===== src/sv/bac_pkg.sv =====
// Shared types and constants of the bit-rate adaptation controller.
package bac_pkg;

  typedef enum logic [1:0] {
    ACT_NONE = 2'd0,
    ACT_DOWN = 2'd1,
    ACT_UP   = 2'd2
  } act_e;

  typedef enum logic [3:0] {
    ST_IDLE,
    ST_THR,
    ST_DWM,
    ST_DECIDE,
    ST_AVG,
    ST_ATT,
    ST_SFCHK,
    ST_SF,
    ST_FINISH
  } state_e;

  localparam logic [1:0] REG_LOW_WM  = 2'd0;
  localparam logic [1:0] REG_HIGH_WM = 2'd1;
  localparam logic [1:0] REG_TARGET  = 2'd2;
  localparam logic [1:0] REG_APPLY   = 2'd3;

  localparam logic [15:0] Q_0P05 = 16'd3276;
  localparam logic [15:0] Q_0P4  = 16'd26214;
  localparam logic [15:0] Q_0P6  = 16'd39321;
  localparam logic [15:0] Q_0P7  = 16'd45875;
  localparam logic [15:0] Q_0P8  = 16'd52428;

  localparam logic [30:0] STEP_DOWN            = 31'd800000;
  localparam logic [30:0] STEP_UP              = 31'd400000;
  localparam logic [30:0] STEP_UP_ABOVE_STEADY = 31'd150000;
  localparam logic [30:0] STEP_MIN             = 31'd50000;
  localparam logic [30:0] RATE_MIN             = 31'd1000000;

  localparam logic [30:0] RST_LOW_WM  = 31'd100000;
  localparam logic [30:0] RST_HIGH_WM = 31'd10000000;
  localparam logic [30:0] RST_TARGET  = 31'd5000000;
  localparam logic [30:0] RST_RATE    = 31'd5000000;

  localparam int unsigned MUL_A_W = 48;
  localparam int unsigned MUL_B_W = 16;

endpackage


===== src/sv/bac_ram.sv =====
// Generic single-write, single-read RAM with registered read data.
module bac_ram #(
  parameter int unsigned WIDTH = 31,
  parameter int unsigned DEPTH = 32
) (
  input  logic                                   clk_i,
  input  logic                                   we_i,
  input  logic [(DEPTH > 1 ? $clog2(DEPTH) : 1)-1:0] waddr_i,
  input  logic [WIDTH-1:0]                       wdata_i,
  input  logic [(DEPTH > 1 ? $clog2(DEPTH) : 1)-1:0] raddr_i,
  output logic [WIDTH-1:0]                       rdata_o
);

  logic [WIDTH-1:0] mem_q [DEPTH];

  always_ff @(posedge clk_i) begin
    if (we_i) begin
      mem_q[waddr_i] <= wdata_i;
    end
    rdata_o <= mem_q[raddr_i];
  end

endmodule


===== src/sv/bitrate_adaptation_controller_core.sv =====
// Bit-rate adaptation controller: serial-multiply sequencer and history ring.
// Each check runs two to four shift-add multiplies, one after another.
// Throughput: one check at a time; a new beat is taken once the previous
// check has placed its result in the output register.
// Reset restores registers and rate, clears action, step and tracker; history RAM is kept.
module bitrate_adaptation_controller_core
  import bac_pkg::*;
#(
  parameter int unsigned HISTORY_DEPTH    = 32,
  parameter int unsigned STEADY_THRESHOLD = 3
) (
  input  logic        clk_i,
  input  logic        rst_ni,
  input  logic        cfg_we_i,
  input  logic [1:0]  cfg_addr_i,
  input  logic [30:0] cfg_wdata_i,
  input  logic        s_axis_tvalid,
  output logic        s_axis_tready,
  // queue_latency[30:0], measured_rate[61:31], zero pad
  input  logic [63:0] s_axis_tdata,
  output logic        m_axis_tvalid,
  input  logic        m_axis_tready,
  // new_bit_rate[30:0], rate_changed[31], action_taken[33:32], step_used[64:34]
  output logic [71:0] m_axis_tdata
);

  localparam int unsigned IW  = HISTORY_DEPTH > 1 ? $clog2(HISTORY_DEPTH) : 1;
  localparam int unsigned FW  = $clog2(HISTORY_DEPTH + 1);
  localparam int unsigned SW  = 31 + FW;
  localparam int unsigned SCW = $clog2(STEADY_THRESHOLD + 2);

  state_e state_q, state_d;

  logic [30:0] low_wm_q, low_wm_d, high_wm_q, high_wm_d, target_q, target_d;
  logic        apply_q, apply_d;
  logic [30:0] cur_q, cur_d;
  act_e        last_q, last_d;
  logic [30:0] step_q, step_d;
  logic [SCW-1:0] steady_q, steady_d;
  logic [IW-1:0]  widx_q, widx_d;
  logic [FW-1:0]  fill_q, fill_d;
  logic [SW-1:0]  sum_q, sum_d;

  logic [30:0] lat_q, lat_d, meas_q, meas_d;
  logic [30:0] thr_q, thr_d, dwm_q, dwm_d;
  act_e        act_q, act_d;
  logic        use_sf_q, use_sf_d;
  logic [30:0] sout_q, sout_d;

  logic [MUL_A_W-1:0] mul_a_q, mul_a_d, mul_acc_q, mul_acc_d, prod;
  logic [MUL_B_W-1:0] mul_b_q, mul_b_d;
  logic [3:0]         mul_cnt_q, mul_cnt_d;
  logic               mul_done;

  logic        out_valid_q, out_valid_d;
  logic [71:0] out_data_q, out_data_d;

  logic        ram_we;
  logic [30:0] ram_rdata;

  logic signed [31:0] shortfall;
  logic               rate_act, lat_act;
  logic [30:0]        att_v, prod_q16;
  logic signed [32:0] down_v;
  logic [31:0]        up_v;
  logic [30:0]        nr;
  logic [SCW-1:0]     steady_n;

  bac_ram #(.WIDTH(31), .DEPTH(HISTORY_DEPTH)) u_hist (
    .clk_i   (clk_i),
    .we_i    (ram_we),
    .waddr_i (widx_q),
    .wdata_i (cur_q),
    .raddr_i (widx_q),
    .rdata_o (ram_rdata)
  );

  assign s_axis_tready = (state_q == ST_IDLE);
  assign m_axis_tvalid = out_valid_q;
  assign m_axis_tdata  = out_data_q;

  assign prod      = mul_acc_q + (mul_b_q[0] ? mul_a_q : '0);
  assign mul_done  = (mul_cnt_q == 4'd15);
  assign prod_q16  = prod[46:16];
  assign shortfall = $signed({1'b0, cur_q}) - $signed({1'b0, meas_q});
  assign rate_act  = shortfall > $signed({1'b0, thr_q});
  assign lat_act   = (lat_q < (low_wm_q >> 1)) || (lat_q > (high_wm_q >> 1));

  always_comb begin
    state_d     = state_q;
    low_wm_d    = low_wm_q;
    high_wm_d   = high_wm_q;
    target_d    = target_q;
    apply_d     = apply_q;
    cur_d       = cur_q;
    last_d      = last_q;
    step_d      = step_q;
    steady_d    = steady_q;
    widx_d      = widx_q;
    fill_d      = fill_q;
    sum_d       = sum_q;
    lat_d       = lat_q;
    meas_d      = meas_q;
    thr_d       = thr_q;
    dwm_d       = dwm_q;
    act_d       = act_q;
    use_sf_d    = use_sf_q;
    sout_d      = sout_q;
    mul_a_d     = mul_a_q << 1;
    mul_b_d     = mul_b_q >> 1;
    mul_acc_d   = prod;
    mul_cnt_d   = mul_cnt_q + 4'd1;
    out_valid_d = out_valid_q && !m_axis_tready;
    out_data_d  = out_data_q;
    ram_we      = 1'b0;
    att_v       = prod_q16;
    down_v      = '0;
    up_v        = '0;
    nr          = cur_q;
    steady_n    = steady_q;

    case (state_q)
      ST_IDLE: begin
        if (s_axis_tvalid) begin
          lat_d     = s_axis_tdata[30:0];
          meas_d    = s_axis_tdata[61:31];
          mul_a_d   = MUL_A_W'(cur_q);
          mul_b_d   = Q_0P05;
          mul_acc_d = '0;
          mul_cnt_d = '0;
          state_d   = ST_THR;
        end
      end
      ST_THR: begin
        if (mul_done) begin
          thr_d     = prod_q16;
          mul_a_d   = MUL_A_W'(high_wm_q);
          mul_b_d   = Q_0P4;
          mul_acc_d = '0;
          mul_cnt_d = '0;
          state_d   = ST_DWM;
        end
      end
      ST_DWM: begin
        if (mul_done) begin
          dwm_d   = prod_q16;
          state_d = ST_DECIDE;
        end
      end
      ST_DECIDE: begin
        use_sf_d = 1'b0;
        act_d    = ACT_NONE;
        if (rate_act || lat_act) begin
          if (rate_act && (lat_q > dwm_q)) begin
            act_d    = ACT_DOWN;
            use_sf_d = 1'b1;
          end else if (lat_q > (high_wm_q >> 1)) begin
            act_d = ACT_DOWN;
          end else if ((lat_q < low_wm_q) && (cur_q < target_q)) begin
            act_d = ACT_UP;
          end
        end
        if (act_d == ACT_NONE) begin
          last_d  = ACT_NONE;
          sout_d  = '0;
          state_d = ST_FINISH;
        end else if (act_d != last_q) begin
          last_d = act_d;
          if (act_d == ACT_DOWN) begin
            step_d  = STEP_DOWN;
            state_d = ST_SFCHK;
          end else if (fill_q != '0) begin
            mul_a_d   = MUL_A_W'(cur_q) + MUL_A_W'(STEP_UP);
            mul_b_d   = MUL_B_W'(fill_q);
            mul_acc_d = '0;
            mul_cnt_d = '0;
            state_d   = ST_AVG;
          end else begin
            step_d  = STEP_UP;
            state_d = ST_SFCHK;
          end
        end else begin
          mul_a_d   = MUL_A_W'(step_q);
          mul_b_d   = (act_d == ACT_DOWN) ? Q_0P6 : Q_0P7;
          mul_acc_d = '0;
          mul_cnt_d = '0;
          state_d   = ST_ATT;
        end
      end
      ST_AVG: begin
        if (mul_done) begin
          if ((MUL_A_W'(sum_q) >= MUL_A_W'(fill_q)) && (MUL_A_W'(sum_q) < prod)) begin
            step_d = STEP_UP_ABOVE_STEADY;
          end else begin
            step_d = STEP_UP;
          end
          state_d = ST_SFCHK;
        end
      end
      ST_ATT: begin
        if (mul_done) begin
          step_d  = (att_v < STEP_MIN) ? STEP_MIN : att_v;
          state_d = ST_SFCHK;
        end
      end
      ST_SFCHK: begin
        if (use_sf_q && ($signed({1'b0, step_q}) < shortfall)) begin
          mul_a_d   = MUL_A_W'(shortfall[30:0]);
          mul_b_d   = Q_0P8;
          mul_acc_d = '0;
          mul_cnt_d = '0;
          state_d   = ST_SF;
        end else begin
          sout_d  = step_q;
          state_d = ST_FINISH;
        end
      end
      ST_SF: begin
        if (mul_done) begin
          sout_d  = prod_q16;
          state_d = ST_FINISH;
        end
      end
      ST_FINISH: begin
        if (!out_valid_q || m_axis_tready) begin
          down_v = $signed({2'b0, cur_q}) - $signed({2'b0, sout_q});
          up_v   = {1'b0, cur_q} + {1'b0, sout_q};
          case (last_q)
            ACT_DOWN: nr = (down_v < $signed({2'b0, RATE_MIN})) ? RATE_MIN : down_v[30:0];
            ACT_UP:   nr = (up_v > {1'b0, target_q}) ? target_q : up_v[30:0];
            default:  nr = cur_q;
          endcase
          if (last_q != ACT_NONE) begin
            steady_d = '0;
          end else begin
            if (steady_q <= SCW'(STEADY_THRESHOLD)) begin
              steady_n = steady_q + SCW'(1);
            end
            steady_d = steady_n;
            if (steady_n > SCW'(STEADY_THRESHOLD)) begin
              ram_we = 1'b1;
              widx_d = (widx_q == IW'(HISTORY_DEPTH - 1)) ? '0 : widx_q + IW'(1);
              if (fill_q == FW'(HISTORY_DEPTH)) begin
                sum_d = sum_q - SW'(ram_rdata) + SW'(cur_q);
              end else begin
                fill_d = fill_q + FW'(1);
                sum_d  = sum_q + SW'(cur_q);
              end
            end
          end
          if (apply_q && (nr != cur_q)) begin
            cur_d = nr;
          end
          out_data_d  = {7'b0, sout_q, last_q, apply_q && (nr != cur_q), nr};
          out_valid_d = 1'b1;
          state_d     = ST_IDLE;
        end
      end
      default: state_d = ST_IDLE;
    endcase

    if (cfg_we_i) begin
      case (cfg_addr_i)
        REG_LOW_WM, REG_HIGH_WM: begin
          if (cfg_addr_i == REG_LOW_WM) begin
            low_wm_d = cfg_wdata_i;
          end else begin
            high_wm_d = cfg_wdata_i;
          end
          last_d   = ACT_NONE;
          step_d   = '0;
          steady_d = '0;
          widx_d   = '0;
          fill_d   = '0;
          sum_d    = '0;
        end
        REG_TARGET: target_d = cfg_wdata_i;
        REG_APPLY:  apply_d  = cfg_wdata_i[0];
        default: ;
      endcase
    end
  end

  always_ff @(posedge clk_i or negedge rst_ni) begin
    if (!rst_ni) begin
      state_q     <= ST_IDLE;
      low_wm_q    <= RST_LOW_WM;
      high_wm_q   <= RST_HIGH_WM;
      target_q    <= RST_TARGET;
      apply_q     <= 1'b1;
      cur_q       <= RST_RATE;
      last_q      <= ACT_NONE;
      step_q      <= '0;
      steady_q    <= '0;
      widx_q      <= '0;
      fill_q      <= '0;
      sum_q       <= '0;
      out_valid_q <= 1'b0;
    end else begin
      state_q     <= state_d;
      low_wm_q    <= low_wm_d;
      high_wm_q   <= high_wm_d;
      target_q    <= target_d;
      apply_q     <= apply_d;
      cur_q       <= cur_d;
      last_q      <= last_d;
      step_q      <= step_d;
      steady_q    <= steady_d;
      widx_q      <= widx_d;
      fill_q      <= fill_d;
      sum_q       <= sum_d;
      out_valid_q <= out_valid_d;
    end
  end

  always_ff @(posedge clk_i) begin
    lat_q      <= lat_d;
    meas_q     <= meas_d;
    thr_q      <= thr_d;
    dwm_q      <= dwm_d;
    act_q      <= act_d;
    use_sf_q   <= use_sf_d;
    sout_q     <= sout_d;
    mul_a_q    <= mul_a_d;
    mul_b_q    <= mul_b_d;
    mul_acc_q  <= mul_acc_d;
    mul_cnt_q  <= mul_cnt_d;
    out_data_q <= out_data_d;
  end

endmodule


===== config.mk =====
export PLATFORM = sky130hd
export DESIGN_NAME = bitrate_adaptation_controller_core
export DESIGN_NICKNAME = d
export VERILOG_FILES = /design/src/sv/bac_pkg.sv /design/src/sv/bac_ram.sv /design/src/sv/bitrate_adaptation_controller_core.sv
export SDC_FILE = /design/constraint.sdc
export NUM_CORES = 2
export LEC_CHECK = 0
export BUFFER_PORTS_ARGS = -buffer_cell sky130_fd_sc_hd__buf_2
export CAP_MARGIN = 20
export CORE_MARGIN = 2
export CORE_UTILIZATION = 30
export CTS_CLUSTER_DIAMETER = 50
export CTS_CLUSTER_SIZE = 16
export DETAILED_ROUTE_END_ITERATION = 8
export PLACE_DENSITY = 0.4
export SLEW_MARGIN = 10
export SYNTH_ARGS = -nofsm -noshare
export SYNTH_HDL_FRONTEND = slang
export SYNTH_SLANG_ARGS = --single-unit

===== constraint.sdc =====
create_clock -name clk_i -period 15.47 [get_ports clk_i]
set_input_delay 1.547 -clock clk_i [delete_from_list [all_inputs] [get_ports clk_i]]
set_output_delay 1.547 -clock clk_i [all_outputs]
set_load 0.01 [all_outputs]

# Yosys cells after proc, flatten, opt, wreduce, memory -nomap -nowiden
# Memories as Yosys holds them, arrays and structs flattened. A register that Yosys moved wholly into a read port is not among the register bits.
# Index checks and enable logic that the tools add are counted.
# word_totals
ff_bits,551
latchBits,0
mem_bits_rw,992
romBits,0
inputBits,102
output_inout_bits,74
word_cells,224
n_memories,1
# mem_list
name,words,word_bits,rd,rd_clocked_by_memory_dff,wr,line_no,rtl
u_hist.mem_q,32,31,1,1,1,bac_ram.sv:14,logic [WIDTH-1:0] mem_q [DEPTH];
# op_classes
add_sub_neg,12
n_mul,0
div_mod_pow,0
magnitude_cmp,14
n_eq_ne,27
shift,0
mux,115
n_bitwise,1
reduce_logical,30
# op_table
operator,n
48-bit 2-to-1 mux,15
31-bit 2-to-1 mux,16
48-bit one-hot mux with 4 select lines,2
37-bit 2-to-1 mux,7
31-bit one-hot mux with 3 select lines,2
37-bit by 31-bit adder with 37-bit output,2
4-bit 2-to-1 mux,16
16-bit one-hot mux with 4 select lines,1
31-bit by 31-bit subtractor with 32-bit output,2
31-bit < comparator,2
31-bit one-hot mux with 2 select lines,1
15-bit 2-to-1 mux,4
48-bit adder,1
37-bit by 48-bit < comparator with 1-bit output,1
16-bit 2-to-1 mux,3
6-bit 2-to-1 mux,7
37-bit by 6-bit greater-or-equal comparator with 1-bit output,1
37-bit by 31-bit subtractor with 37-bit output,1
5-bit 2-to-1 mux,7
31-bit by 19-bit adder with 32-bit output (second input constant),1
31-bit by 31-bit adder with 32-bit output,1
32-bit by 31-bit > comparator with 1-bit output,1
32-bit > comparator,1
32-bit by 21-bit < comparator with 1-bit output (second input constant),1
44 further kinds,103

# Logic depth before layout (Yosys ltp)
# depth
depth_word,14
ltp_mapped,33
depth_no_buf,31

# Cells and area by module
# A second synthesis with hierarchy kept.
# hier_totals
cells_unflattened,6927
hier_area_um2,81819.7
# modules_own_cells
mod,n_inst,cells_per_inst,area_per_inst_um2,seq_area_each_um2
bitrate_adaptation_controller_core,1,4735,42655.9,14352.5
bac_ram,1,2192,39163.8,30409.2

# Worst setup path after synthesis
# Ideal clock, no wire load.
# synth_timing
kind,input port to flip-flop
from,input m_axis_tready
to,memory u_hist.mem_q[0][0] (enable)
setup_time_ns,0.419
t_arrival_ns,7.101
required_ns,15.051
setup_slack_ns,7.950
stages,7
n_path_buf,1
path_cell_list,nor2b_1 -> nor2_1 -> nand2_1 -> nor2_1 -> clkbuf_1 -> nand2_1 -> nor2_1
# synth_via
elab_chain_cells,5
# synth_lines
element,line_no,rtl
"start, declared",bitrate_adaptation_controller_core.sv:22,"input logic m_axis_tready,"
1-bit logical OR,bitrate_adaptation_controller_core.sv:225,if (!out_valid_q || m_axis_tready) begin
1-bit 2-to-1 mux,bitrate_adaptation_controller_core.sv:225,
1-bit 2-to-1 mux,bitrate_adaptation_controller_core.sv:122,case (state_q)
1-bit 2-to-1 mux,bac_ram.sv:17,if (we_i) begin
1-bit 2-to-1 mux (not written as such),bac_ram.sv:18,mem_q[waddr_i] <= wdata_i;
"end, declared",bac_ram.sv:14,
# Every way passes these cells.

# Final worst setup path
# layout_timing
from,register cur_q[0]
to,register mul_a_q[13]
# layout_via
elab_chain_cells,12
elab_cells_between_ends,23
cone_classes,add/sub (2); order compare (3); eq/ne (2); mux (11); reduce/logical (5)
# layout_lines
element,line_no,rtl
"start, declared",bitrate_adaptation_controller_core.sv:36,"logic [30:0] cur_q, cur_d;"
"start signal, assigned",bitrate_adaptation_controller_core.sv:305,cur_q <= cur_d;
branches (longest 11 deep; another with 31-bit by 31-bit subtractor with 32-bit output),-,
48-bit one-hot mux with 4 select lines *,bitrate_adaptation_controller_core.sv:122,
net mul_a_d[13],bitrate_adaptation_controller_core.sv:50,"logic [MUL_A_W-1:0] mul_a_q, mul_a_d, mul_acc_q, mul_acc_d, prod;"
"end signal, assigned",bitrate_adaptation_controller_core.sv:324,mul_a_q <= mul_a_d;
"end, declared",bitrate_adaptation_controller_core.sv:50,
# Mark *: on every way through the listed nets, which the timed path passes. The select of a mux whose other input is x is not followed.
# A chain may end at the register's enable or synchronous reset.

==> out/results.tsv <==
metric	value	unit
DRC	0	
number of H-tree levels	4	
Via density	5.318	
Initial DRT Pass Iterations	6	
Top Ports	176	
status	complete, no violations	
actual slew at the worst max-slew pin	1227	ps
Netlist cell types	108	
largest net degree at the start of global routing	103	
Worst EP required	16150	ps
DR WL/cell	30.13	um
Sw Ratio	33.24	%
final instance area	93560	um2
slowest stage delay, CP	1040	ps
Clock power frac	39.0	%
initial antenna violation count	21	
crit end category	flip-flop	
gr usage total	22.34	%
Post-synth EDFFs	1213	
via count	54736	
dominant cells by area after synthesis	edfxtp_1 45%, ha_1 8.0%, mux4_2 6.9%	
Routed WL	310100	um
# resized after CTS	0	
violation count after the first detailed-route iteration	5142	
Critical Path Most Common Cell	o21ai_0	
top-area cell type share of the netlist area	45.27	%
Final min period	10370	ps
Fin Clk Skew	103.7	ps
RR Startpoint	cur_q[0]	
Max stage delay cell, worst path	o31ai_1	
Core ar.	267400	um2
FF+latch count, synth	1574	
Period Utilization, post-route	67.00	%
sequential power share	39.4	%
TritonCTS clock tree	built	
synthesis-to-finish area growth	16.27	%
DP HPWL	215800	um
cts hold-fix bufs	0	
fin. max-slew vios	0	
fill count	26259	
Fin Setup TNS	0	ps
CP max FO	40	
Setup violations, final	0	
HP Start	mul_b_q[1]	
maxcap violations	0	
first-pass GRT wire length	430900	um
crit start category	flip-flop	
vias in the first global route	54828	
CTS buffer count	210	
part of the power in combinational logic	21.6	%
post-CTS setup buffer count	0	
Slew HR	17.50	%
Final Hold Vio Count	0	
Post-layout nets	7208	
total gr overflow	0	
row cnt	190	
Clock Pin Slew Worst Setup and Hold Paths	60	ps
most common flop cell mapped by yosys	edfxtp_1	
number of I/O port buffers	166	
CTS root buf	clkbuf_16	
Critical Path AT	11050	ps
Net Switching	4.289	mW
Worst Setup SP	cur_q[0]	
type of the most critical hold path	reg2reg	
Post-Synthesis Cells	6263	
Die W	521.9	um
layout cells sized above 1	18.06	%
post-synth top area cell	edfxtp_1	
post-synthesis cell area	80470	um2
Syn Area/Cell	12.85	um2
hold slack	425.1	ps
placement-stage cell area	86330	um2
leak pwr	37.60	nW
FMAX	96.48	MHz
GPL Wtd Cong	0.9140	
Routed Antenna Nets	0	
P_int	8.614	mW
chip height	521.9	um
Longest Clk Path Bufs	4	
Synth Warn #	0	
clock latency on the worst-skew pair	920	ps
initial core utilization	30.09	%
RSZ-0062 raised after global routing	no	
DIE AREA	272400	um2
clock sinks	1574	
Cell Pwr Density	137.9	nW/um2
Seq/Total Area, Yosys	55.63	%
CP Class	reg2reg	
peak supply drop	0.0001110	V
Async SR Flop Fraction	13.60	%
[state kept, by name, summed over array words and instances (netlist names), 31 cells and up]
| register | flops |
|---|---|
| cur_q | 31 |
| dwm_q | 31 |
| high_wm_q | 31 |
| lat_q | 31 |
| low_wm_q | 31 |
| m_axis_tdata | 65 |
| meas_q | 31 |
| mul_a_q | 48 |
| mul_acc_q | 48 |
| sout_q | 31 |
| step_q | 31 |
| sum_q | 37 |
| target_q | 31 |
| thr_q | 31 |
| u_hist.mem_q | 992 |
| u_hist.rdata_o | 31 |
[layout make-up]
| cell class | instances | area (um2) | area share (%) |
|---|---|---|---|
| Multi-Input combinational cell | 3923 | 33050 | 35.33 |
| Clock inverter | 151 | 1772 | 1.894 |
| Tap cell | 3552 | 4444 | 4.750 |
| Sequential cell | 1574 | 44800 | 47.88 |
| Clock buffer | 233 | 5425 | 5.799 |
| Inverter | 511 | 1918 | 2.050 |
| Antenna cell | 14 | 35.03 | 0.03745 |
| Timing Repair Buffer | 334 | 2112 | 2.257 |
[placed cells by master (no fill, tap or decap), types with 213 or more instances in the layout]
master,count
ha_1,515
nand2_1,289
inv_1,510
edfxtp_1,1213
nor2_1,358
o21ai_0,237
clkbuf_16,213
mux4_2,248
a21oi_1,316
[power groups by stage]
| stage | registers [mW] | logic [mW] | clock network (mW) |
|---|---|---|---|
| floorplan | 5.06 | 1.68 | 0 |
| global placement | 5.17 | 2.74 | 0 |
| detailed placement | 5.17 | 2.75 | 0 |
| CTS | 5.08 | 2.76 | 5.16 |
| global route | 5.09 | 3.01 | 5.31 |
| finish | 5.08 | 2.79 | 5.03 |
[through the flow]
stage | total power [mW] | setup slack, ps | instances | util, %
floorplan | 6.739 | 7950 | 6269 | -
global placement | 7.917 | 5678 | 9893 | 32.28
detailed placement | 7.918 | 5483 | 9894 | 32.28
CTS | 13.01 | 5307 | 10278 | 34.97
global route | 13.41 | 4651 | 10285 | 34.98
finish | 12.90 | 5105 | 10292 | 34.98
[synthesized netlist by cell type, types with 36 or more instances]
cell / n
nor2b_1: 84
a211oi_1: 71
nand2b_1: 59
edfxtp_1: 1213
xor2_1: 51
nand2_1: 289
clkbuf_1: 173
fa_1: 36
a21o_1: 151
o21a_1: 49
nor3_1: 83
nand3_1: 66
o211ai_1: 67
buf_1: 52
nor4_1: 40
ha_1: 516
dfxtp_1: 147
mux2i_1: 41
a31oi_1: 51
and2_1: 65
a22oi_1: 156
nand4_1: 106
mux2_2: 71
o21ai_0: 238
mux4_2: 248
nor2_1: 397
xnor2_1: 145
dfrtp_1: 183
a21oi_1: 316
inv_1: 510
[path summary, 6_finish.rpt]
| kind | endpoint | slack, ps | cells past startpoint |
|---|---|---|---|
| min reg2reg | mul_b_q[0] | 430 | 1 |
| min | mul_b_q[0] | 430 | 1 |
| max in group asynchronous | cur_q[26] | 12530 | 3 |
| max reg2reg | mul_a_q[13] | 5100 | 29 |
| max | mul_a_q[13] | 5100 | 29 |
| min in group asynchronous | state_q[3] | 650 | 1 |
[metal layers]
| metal | global-route usage (%) | share of wire (%) |
|---|---|---|
| met3 | 2.391 | 4.4 |
| met5 | 0 | 0.0084 |
| met4 | 7.880 | 3.8 |
| met2 | 37.89 | 48 |
| met1 | 29.53 | 43 |
[worst max-delay path: cells and delay by family (launching register included)]
family,cells,cell delay [ps]
compound gates,15,4930
xor+xnor,1,460
fa+ha+maj,2,660
buf+inv,4,1110
flops,1,340
simple gates,7,2560
[cell families after synthesis]
logic type / share of synthesized area [%]
fa+ha+maj: 8.919
simple gates: 8.294
xor+xnor: 2.133
flops: 55.63
compound gates: 12.22
buf+inv: 3.777
mux: 9.023
other cells: 0.004660
Power figures use the tool's default switching activity.
